$ cat config.mk
export PLATFORM = sky130hd
export DESIGN_NAME = ultrasonic_range_guard_top
export DESIGN_NICKNAME = d
export VERILOG_FILES = /design/src/rtl/urg_pkg.sv /design/src/rtl/urg_servo.sv /design/src/rtl/urg_step.sv /design/src/rtl/ultrasonic_range_guard_top.sv
export SDC_FILE = /design/constraint.sdc
export NUM_CORES = 1
export LEC_CHECK = 0
export ABC_CLOCK_PERIOD_IN_PS = 7900
export BUFFER_PORTS_ARGS = -buffer_cell sky130_fd_sc_hd__buf_2
export CAP_MARGIN = 10
export CORE_MARGIN = 2
export CORE_UTILIZATION = 55
export CTS_CLUSTER_DIAMETER = 50
export CTS_CLUSTER_SIZE = 24
export DETAILED_ROUTE_END_ITERATION = 16
export PLACE_DENSITY = 0.78
export RECOVER_POWER = 100
export SYNTH_ARGS = -nofsm -noshare
export SYNTH_HDL_FRONTEND = slang
export SYNTH_SLANG_ARGS = --single-unit
$ cat constraint.sdc
create_clock -name clock -period 7.9 [get_ports clock]
set_clock_uncertainty 0.1 [all_clocks]
set_input_delay 0.79 -clock clock [delete_from_list [all_inputs] [get_ports clock]]
set_output_delay 0.79 -clock clock [all_outputs]
set_load 0.05 [all_outputs]
$ cat src/rtl/urg_pkg.sv
`default_nettype none

package urg_pkg;

   localparam int unsigned CFG_WIDTH  = 20;
   localparam int unsigned CSR_IDX_W  = 3;

   // register indexes on the csr port
   localparam logic [CSR_IDX_W-1:0] CSR_THRESHOLD_CM = 3'd0;
   localparam logic [CSR_IDX_W-1:0] CSR_MAX_CM       = 3'd1;
   localparam logic [CSR_IDX_W-1:0] CSR_TICKS_PER_CM = 3'd2;
   localparam logic [CSR_IDX_W-1:0] CSR_ECHO_TIMEOUT = 3'd3;
   localparam logic [CSR_IDX_W-1:0] CSR_GAP_TICKS    = 3'd4;
   localparam logic [CSR_IDX_W-1:0] CSR_SWEEP_STEP   = 3'd5;
   localparam logic [CSR_IDX_W-1:0] CSR_SWEEP_LIMIT  = 3'd6;

   // reset values of the registers
   localparam logic [9:0]  RST_THRESHOLD_CM = 10'd40;
   localparam logic [9:0]  RST_MAX_CM       = 10'd1000;
   localparam logic [7:0]  RST_TICKS_PER_CM = 8'd58;
   localparam logic [19:0] RST_ECHO_TIMEOUT = 20'd500000;
   localparam logic [19:0] RST_GAP_TICKS    = 20'd100000;
   localparam logic [3:0]  RST_SWEEP_STEP   = 4'd5;
   localparam logic [4:0]  RST_SWEEP_LIMIT  = 5'd10;

   localparam logic [10:0] CM_COUNT_MAX = 11'd2047;

   typedef struct packed {
      logic              echo_level;
      logic signed [7:0] steer_angle;
   } req_type;

   typedef struct packed {
      logic              trig_level;
      logic signed [7:0] servo_angle;
      logic [9:0]        distance_cm;
      logic              reading_done;
      logic              reading_rejected;
      logic              near_flag;
   } rsp_type;

   typedef struct packed {
      logic [9:0]  threshold_cm;
      logic [9:0]  max_cm;
      logic [7:0]  ticks_per_cm;
      logic [19:0] echo_timeout_ticks;
      logic [19:0] gap_ticks;
      logic [3:0]  sweep_step;
      logic [4:0]  sweep_limit;
   } cfg_type;

   typedef struct packed {
      logic signed [5:0] offset;
      logic              up;
   } sweep_type;

   typedef enum logic [5:0] {
      PH_START     = 6'b000001,
      PH_TRIG_LOW  = 6'b000010,
      PH_TRIG_HIGH = 6'b000100,
      PH_WAIT_RISE = 6'b001000,
      PH_MEASURE   = 6'b010000,
      PH_GAP       = 6'b100000
   } phase_type;

endpackage

`default_nettype wire

$ cat src/rtl/urg_servo.sv
`default_nettype none

// Servo command for the start of a measurement cycle, with sweep update.
module urg_servo
   import urg_pkg::*;
(
   input  wire logic signed [7:0] steer_angle,
   input  wire logic              near_state,
   input  wire sweep_type         sweep,
   input  wire cfg_type           cfg,
   output logic signed [7:0]      servo_angle,
   output sweep_type              sweep_next
);

   logic              sweep_en;
   logic signed [6:0] step_s;
   logic signed [6:0] lim_s;
   logic signed [6:0] sum;
   logic signed [6:0] off_c;
   logic signed [8:0] angle_sum;

   always_comb begin
      sweep_en = (steer_angle == 8'sd0) && !near_state;
      step_s   = $signed({3'b000, cfg.sweep_step});
      lim_s    = $signed({2'b00, cfg.sweep_limit});
      sum      = $signed({sweep.offset[5], sweep.offset}) + (sweep.up ? step_s : -step_s);

      // offset saturates to 6-bit signed before the reversal test
      if (sum > 7'sd31) begin
         off_c = 7'sd31;
      end else if (sum < -7'sd32) begin
         off_c = -7'sd32;
      end else begin
         off_c = sum;
      end

      sweep_next = sweep;
      if (sweep_en) begin
         sweep_next.offset = off_c[5:0];
         if ((off_c >= lim_s) || (off_c <= -lim_s)) begin
            sweep_next.up = !sweep.up;
         end
      end

      if (sweep_en) begin
         angle_sum = $signed({steer_angle[7], steer_angle})
                   + $signed({{3{off_c[6]}}, off_c[5:0]});
      end else begin
         angle_sum = $signed({steer_angle[7], steer_angle});
      end

      if (angle_sum > 9'sd127) begin
         servo_angle = 8'sd127;
      end else if (angle_sum < -9'sd127) begin
         servo_angle = -8'sd127;
      end else begin
         servo_angle = angle_sum[7:0];
      end
   end

endmodule

`default_nettype wire

$ cat src/rtl/urg_step.sv
`default_nettype none

// Measurement sequencer: state registers and one tick of next-state logic.
module urg_step
   import urg_pkg::*;
#(
   parameter int unsigned TRIG_LOW_TICKS   = 2,
   parameter int unsigned TRIG_HIGH_TICKS  = 20,
   parameter int unsigned TICK_COUNT_WIDTH = 20
) (
   input  wire logic    clock,
   input  wire logic    reset,
   input  wire logic    advance,
   input  wire req_type req,
   input  wire cfg_type cfg,
   output rsp_type      rsp
);

   localparam int unsigned TW = TICK_COUNT_WIDTH;
   localparam int unsigned CW = (TW > CFG_WIDTH) ? TW : CFG_WIDTH;

   phase_type         phase_ff, phase_in;
   logic [TW-1:0]     phase_ticks_ff, phase_ticks_in;
   logic [TW-1:0]     pulse_ticks_ff, pulse_ticks_in;
   logic [7:0]        sub_cm_ff, sub_cm_in;
   logic [10:0]       cm_count_ff, cm_count_in;
   logic [9:0]        last_dist_ff, last_dist_in;
   logic              near_ff, near_in;
   sweep_type         sweep_ff, sweep_in;
   logic signed [7:0] servo_ff, servo_in;

   logic signed [7:0] servo_start;
   sweep_type         sweep_start;
   logic [CW-1:0]     tmo;
   logic [7:0]        tpc;
   logic              fin;
   logic              trig;
   logic              done;
   logic              rej;

   urg_servo u_servo (
      .steer_angle (req.steer_angle),
      .near_state  (near_ff),
      .sweep       (sweep_ff),
      .cfg         (cfg),
      .servo_angle (servo_start),
      .sweep_next  (sweep_start)
   );

   always_comb begin
      tmo = (cfg.echo_timeout_ticks == '0) ? CW'(1) : CW'(cfg.echo_timeout_ticks);
      tpc = (cfg.ticks_per_cm == 8'd0) ? 8'd1 : cfg.ticks_per_cm;

      phase_in       = phase_ff;
      phase_ticks_in = phase_ticks_ff;
      pulse_ticks_in = pulse_ticks_ff;
      sub_cm_in      = sub_cm_ff;
      cm_count_in    = cm_count_ff;
      last_dist_in   = last_dist_ff;
      near_in        = near_ff;
      sweep_in       = sweep_ff;
      servo_in       = servo_ff;
      fin            = 1'b0;
      trig           = 1'b0;
      done           = 1'b0;
      rej            = 1'b0;

      // the cycle-start tick is also the first trigger-low tick
      if (phase_in == PH_START) begin
         servo_in       = servo_start;
         sweep_in       = sweep_start;
         phase_in       = PH_TRIG_LOW;
         phase_ticks_in = '0;
      end

      case (phase_in)
         PH_TRIG_LOW: begin
            phase_ticks_in = phase_ticks_in + TW'(1);
            if (phase_ticks_in >= TW'(TRIG_LOW_TICKS)) begin
               phase_in       = PH_TRIG_HIGH;
               phase_ticks_in = '0;
            end
         end
         PH_TRIG_HIGH: begin
            trig           = 1'b1;
            phase_ticks_in = phase_ticks_in + TW'(1);
            if (phase_ticks_in >= TW'(TRIG_HIGH_TICKS)) begin
               phase_in       = PH_WAIT_RISE;
               phase_ticks_in = '0;
            end
         end
         PH_WAIT_RISE: begin
            if (req.echo_level) begin
               phase_in       = PH_MEASURE;
               pulse_ticks_in = '0;
               sub_cm_in      = '0;
               cm_count_in    = '0;
            end else begin
               phase_ticks_in = phase_ticks_in + TW'(1);
               // no echo: reading of zero
               if (CW'(phase_ticks_in) >= tmo) begin
                  cm_count_in = '0;
                  fin         = 1'b1;
               end
            end
         end
         PH_GAP: begin
            phase_ticks_in = phase_ticks_in + TW'(1);
            if (CW'(phase_ticks_in) >= CW'(cfg.gap_ticks)) begin
               phase_in       = PH_START;
               phase_ticks_in = '0;
            end
         end
         PH_MEASURE: begin
         end
         default: begin
            phase_in       = PH_START;
            phase_ticks_in = '0;
         end
      endcase

      if ((phase_in == PH_MEASURE) && !fin) begin
         if (!req.echo_level) begin
            fin = 1'b1;
         end else begin
            pulse_ticks_in = pulse_ticks_in + TW'(1);
            sub_cm_in      = sub_cm_in + 8'd1;
            if (sub_cm_in >= tpc) begin
               sub_cm_in = '0;
               if (cm_count_in < CM_COUNT_MAX) begin
                  cm_count_in = cm_count_in + 11'd1;
               end
            end
            if (CW'(pulse_ticks_in) >= tmo) begin
               fin = 1'b1;
            end
         end
      end

      if (fin) begin
         phase_ticks_in = '0;
         if (cm_count_in > {1'b0, cfg.max_cm}) begin
            phase_in = PH_START;
            rej      = 1'b1;
         end else begin
            last_dist_in = cm_count_in[9:0];
            near_in      = (cm_count_in[9:0] <= cfg.threshold_cm);
            phase_in     = (cfg.gap_ticks == '0) ? PH_START : PH_GAP;
            done         = 1'b1;
         end
      end

      rsp.trig_level       = trig;
      rsp.servo_angle      = servo_in;
      rsp.distance_cm      = last_dist_in;
      rsp.reading_done     = done;
      rsp.reading_rejected = rej;
      rsp.near_flag        = near_in;
   end

   always_ff @(posedge clock) begin
      if (reset) begin
         phase_ff       <= PH_START;
         phase_ticks_ff <= '0;
         pulse_ticks_ff <= '0;
         sub_cm_ff      <= '0;
         cm_count_ff    <= '0;
         last_dist_ff   <= '0;
         near_ff        <= 1'b0;
         sweep_ff       <= '{offset: 6'sd0, up: 1'b1};
         servo_ff       <= 8'sd0;
      end else if (advance) begin
         phase_ff       <= phase_in;
         phase_ticks_ff <= phase_ticks_in;
         pulse_ticks_ff <= pulse_ticks_in;
         sub_cm_ff      <= sub_cm_in;
         cm_count_ff    <= cm_count_in;
         last_dist_ff   <= last_dist_in;
         near_ff        <= near_in;
         sweep_ff       <= sweep_in;
         servo_ff       <= servo_in;
      end
   end

endmodule

`default_nettype wire

$ cat src/rtl/ultrasonic_range_guard_top.sv
// Ultrasonic range guard: drives an ultrasonic ranger and its servo.
// One req item is one microsecond tick: echo pin level and steering angle.
// Every accepted item gives exactly one rsp item: trigger level, servo
// command, last distance, reading done / rejected strobes and near flag.
// Channels: req_valid/req_stall in, rsp_valid/rsp_stall out; an item moves
// on a clock edge with valid high and stall low.
// Registers are written on the csr port (csr_valid and csr_ready, always
// ready) and should only be changed while no item is in flight.
// Path: an accepted item is registered in the input register, the
// sequencer works on it and the result lands in the output register,
// which drives rsp_valid and rsp_data.
// Throughput: one item per cycle unless rsp_stall holds the output.
// If rsp_stall is held the output register keeps its item, the input
// register fills behind it and req_stall rises; nothing is dropped.
// Reset (synchronous, active high) empties both registers, restores the
// register defaults and puts the sequencer at the start of a cycle.
`default_nettype none

module ultrasonic_range_guard_top
   import urg_pkg::*;
#(
   parameter int unsigned TRIG_LOW_TICKS   = 2,
   parameter int unsigned TRIG_HIGH_TICKS  = 20,
   parameter int unsigned TICK_COUNT_WIDTH = 20
) (
   input  wire logic                 clock,
   input  wire logic                 reset,
   // input item channel
   input  wire logic                 req_valid,
   output logic                      req_stall,
   input  wire req_type              req_data,
   // result item channel
   output logic                      rsp_valid,
   input  wire logic                 rsp_stall,
   output rsp_type                   rsp_data,
   // register write port
   input  wire logic                 csr_valid,
   output logic                      csr_ready,
   input  wire logic [CSR_IDX_W-1:0] csr_index,
   input  wire logic [CFG_WIDTH-1:0] csr_wdata
);

   cfg_type cfg_ff, cfg_in;

   logic    in_valid_ff, in_valid_in;
   req_type in_data_ff;
   logic    out_valid_ff, out_valid_in;
   rsp_type out_data_ff;
   rsp_type step_rsp;
   logic    advance;
   logic    accept;

   // --- register file ---
   assign csr_ready = 1'b1;

   always_comb begin
      cfg_in = cfg_ff;
      if (csr_valid) begin
         case (csr_index)
            CSR_THRESHOLD_CM: cfg_in.threshold_cm       = csr_wdata[9:0];
            CSR_MAX_CM:       cfg_in.max_cm             = csr_wdata[9:0];
            CSR_TICKS_PER_CM: cfg_in.ticks_per_cm       = csr_wdata[7:0];
            CSR_ECHO_TIMEOUT: cfg_in.echo_timeout_ticks = csr_wdata[19:0];
            CSR_GAP_TICKS:    cfg_in.gap_ticks          = csr_wdata[19:0];
            CSR_SWEEP_STEP:   cfg_in.sweep_step         = csr_wdata[3:0];
            CSR_SWEEP_LIMIT:  cfg_in.sweep_limit        = csr_wdata[4:0];
            default: begin
               // unused index: ignored
            end
         endcase
      end
   end

   always_ff @(posedge clock) begin
      if (reset) begin
         cfg_ff <= '{threshold_cm:       RST_THRESHOLD_CM,
                     max_cm:             RST_MAX_CM,
                     ticks_per_cm:       RST_TICKS_PER_CM,
                     echo_timeout_ticks: RST_ECHO_TIMEOUT,
                     gap_ticks:          RST_GAP_TICKS,
                     sweep_step:         RST_SWEEP_STEP,
                     sweep_limit:        RST_SWEEP_LIMIT};
      end else begin
         cfg_ff <= cfg_in;
      end
   end

   // --- handshake ---
   // the sequencer steps on a held item whenever the output register is free or emptying
   assign advance   = in_valid_ff && (!out_valid_ff || !rsp_stall);
   assign req_stall = in_valid_ff && !advance;
   assign accept    = req_valid && !req_stall;

   always_comb begin
      in_valid_in = in_valid_ff;
      if (accept) begin
         in_valid_in = 1'b1;
      end else if (advance) begin
         in_valid_in = 1'b0;
      end

      out_valid_in = out_valid_ff;
      if (advance) begin
         out_valid_in = 1'b1;
      end else if (!rsp_stall) begin
         out_valid_in = 1'b0;
      end
   end

   always_ff @(posedge clock) begin
      if (reset) begin
         in_valid_ff  <= 1'b0;
         out_valid_ff <= 1'b0;
      end else begin
         in_valid_ff  <= in_valid_in;
         out_valid_ff <= out_valid_in;
      end
   end

   always_ff @(posedge clock) begin
      if (accept) begin
         in_data_ff <= req_data;
      end
      if (advance) begin
         out_data_ff <= step_rsp;
      end
   end

   // --- sequencer ---
   urg_step #(
      .TRIG_LOW_TICKS   (TRIG_LOW_TICKS),
      .TRIG_HIGH_TICKS  (TRIG_HIGH_TICKS),
      .TICK_COUNT_WIDTH (TICK_COUNT_WIDTH)
   ) u_step (
      .clock   (clock),
      .reset   (reset),
      .advance (advance),
      .req     (in_data_ff),
      .cfg     (cfg_ff),
      .rsp     (step_rsp)
   );

   assign rsp_valid = out_valid_ff;
   assign rsp_data  = out_data_ff;

endmodule

`default_nettype wire

==> impl_metrics.ini <==
[outcome]
status = finished with violations
violations = capacitance limit, slew limit

[cts]
htreeDepth = 1
clk_latency_ns = 0.54
cts_buffer_depth = 3
cts_tree = yes
clk_pin_slew_worst_paths_ns = 0.07
numCtsBuffers = 23
cts_sinks = 201
clock-root-buffer = clkbuf_16
cts_hold_buf = 0

[setup_path]
critPathBufInv = 3
crit_path_end_kind = flop
r2r-end = u_step.phase_ff[5]$_SDFFE_PP0P_
cp.arrival_ns = 7.60
crit-reg2reg-launch = u_step.phase_ff[3]$_SDFFE_PP0P_
critPathMaxStageDelay_ns = 0.53
critPathTopFamily = compound AO/OA/AOI/OAI gates
crit_path_max_fanout = 17
worst_path_most_repeated_cell = ha_1
cp.required_ns = 8.23
critPathSlowestCell = dfxtp_1
worstSetupPathType = flop to flop
crit_path_start_kind = flop
r2r_setup_slack_ns = 0.62
rr_worst_depth = 32

[synthesis]
synth_largest_area_cell = dfxtp_1
syn_inst = 1601
synth-seq-cells = 201
synth-edff-count = 31
synthTopCellsByCount = nand2_1 (235), dfxtp_1 (170), a21oi_1 (138)
syn-num-nets = 1751
synthFlopType = dfxtp_1
syn-cell-area_um2 = 12900
synthTopCellsByArea = dfxtp_1 (26%), ha_1 (11%), edfxtp_1 (7.2%), nand2_1 (6.8%), a21oi_1 (5.4%)
yosys_warnings = 0
synthMostInstantiatedCell = nand2_1
syn_avg_cell_area_um2 = 8.05
ys_seq_area_share_pct = 33.6
async_flop_share_pct = 0
yosys.area.top_type_share_pct = 26.4
synth.distinct_cells = 76

[timing]
setup_viol = 0
worst_slack_ns = 0.624
tns_ns = 0
maxSlewViolCount = 130
hold_violations = 0
fmax_ghz = 0.137
tightestPinTransition_ns = 3.12
rsz0062_at_grt = false
min_period_over_period_pct = 92.1
layout_min_cycle_time_ns = 7.28
slew_headroom_pct = -108

[power]
p_leak_uw = 0.00576
power.density_nw_per_um2 = 169
vdd_drop_max_v = 0.000180
p_total_uw = 2390

[grt]
antenna_found_initial = 0
grtUsageMet3_pct = 3.30
grt_use_met2_pct = 45.7
grt_pass1_wl_mm = 55.2
busiest_layer = met2
grt_start_max_net_pins = 89
grt_pass1_vias = 11000
grtUsageMet1_pct = 37.5
track_usage_pct = 27.6
grt_overflow = 0

[placed_design]
portBuffers = 60
routabilityCongestion = 0.935
dp_hpwl_mm = 24.4
pre_cts_slack_ns = 0.290

[detailed_routing]
vias = 11700
wl_per_cell_um = 17.2
drc = 0
ant_nets = 0
dr.pass1.iters = 6
drtIter0Drc = 1079
wl_mm = 33.8
via_per_inst = 5.93

[finish]
drive_above_1_share_pct = 7.76
antenna-diode-count = 0
fillers = 2103
area_growth_pct = 9.80
layout.nets = 1783

[floorplan]
initial_core_util_pct = 55.4
fp-row-count = 56
die_w_um = 157
die_area_um2 = 24700
ios = 62
core_area_um2 = 23300
fp.dieH_um = 157

[worst_hold_path]
holdPathEnd = in_data_ff[0]$_DFFE_PP_
holdPathStages = 1
hp-class = input pin to flop
min_from = req_data[0]

[run]
maxCapViolCount = 3
## power breakdown
group | switching, uW | internal, uW
clock network | 493 | 597
logic | 149 | 63.8
registers | 18.5 | 1070
total | 660 | 1730
## area by class of cell
cell class	count	area, um^2	share of cell area (%)
Tap cell	319	399	2.82
Clock buffer	26	587	4.15
Inverter	105	394	2.79
Multi-Input combinational cell	1216	7820	55.3
Timing Repair Buffer	86	435	3.08
Clock inverter	16	178	1.26
Sequential cell	201	4330	30.6
## placed cells by master (no fill, tap or decap), drive strengths merged, types with 10 or more instances in the layout
cell type,instances
a211oi,10
a21o,24
a21oi,138
a22o,10
a31oi,10
and2,16
and3,19
buf,51
clkbuf,61
dfxtp,170
edfxtp,31
ha,111
inv,117
mux2,15
mux2i,21
nand2,235
nand2b,12
nand3,71
nand4,21
nor2,125
nor2b,19
nor3,27
nor4,18
o211ai,38
o21a,18
o21ai,69
or3,16
xnor2,38
xor2,33
## metal layers
metal	vias to the layer above	share of wire [%]
li1	5736	-
met1	5504	45
met2	365	46
met3	78	6.0
met4	0	3.2
met5	-	0
## how the worst max path moves through the flow
stage,startpoint,end,slack [ns],cells past startpoint
3_3_place_gp,u_step.phase_ff[3]$_SDFFE_PP0P_,rsp_data[4]$_DFFE_PP_,0.49,28
6_report,u_step.phase_ff[3]$_SDFFE_PP0P_,u_step.phase_ff[5]$_SDFFE_PP0P_,0.62,32
4_1_cts,u_step.phase_ff[3]$_SDFFE_PP0P_,rsp_data[6]$_DFFE_PP_,0.27,28
5_1_grt,u_step.phase_ff[3]$_SDFFE_PP0P_,u_step.phase_ff[5]$_SDFFE_PP0P_,0.01,32
2_1_floorplan,u_step.phase_ff[3]$_SDFFE_PP0P_,rsp_data[10]$_DFFE_PP_,0.53,33
3_5_place_dp,u_step.phase_ff[3]$_SDFFE_PP0P_,rsp_data[6]$_DFFE_PP_,0.29,28
## metrics by stage
stage / cell area (um^2) / utilization [%] / cells / hold WS, ns
3_5_place_dp: 13400 / 57.7 / 1923 / 0.342
2_1_floorplan: 12900 / - / 1601 / 0.326
6_report: 14100 / 60.8 / 1969 / 0.324
3_3_place_gp: 13400 / 57.7 / 1923 / 0.337
5_1_grt: 14100 / 60.8 / 1969 / 0.309
4_1_cts: 14200 / 61.0 / 1965 / 0.308
## sequential cells by signal (all words and copies together), names as in the netlist
register / cells
u_step.phase_ticks_ff: 20
in_valid_ff: 1
u_step.sub_cm_ff: 8
u_step.cm_count_ff: 11
u_step.last_dist_ff: 10
cfg_ff: 77
u_step.sweep_ff: 7
in_data_ff: 9
rsp_data: 22
rsp_valid: 1
u_step.servo_ff: 8
u_step.pulse_ticks_ff: 20
u_step.near_ff: 1
u_step.phase_ff: 6
## cells by family (layout without fill, tap and decap cells)
group / count (synthesis) / after routing / share of synthesized area (%)
simple gates: 609 / 609 / 22.3
compound gates: 383 / 383 / 19.2
flops: 201 / 201 / 33.6
buf+inv: 184 / 233 / 5.65
fa+ha+maj: 116 / 116 / 11.3
xor+xnor: 71 / 71 / 4.88
mux: 36 / 36 / 2.97
other cells: 1 / 1 / 0.0291
## repair_timing
action / 4_1_cts / 5_1_grt
endpoints found under the setup margin: 0 / 24
resized for setup: 0 / 3
setup buffers: 0 / 4
Power figures use the tool's default switching activity.
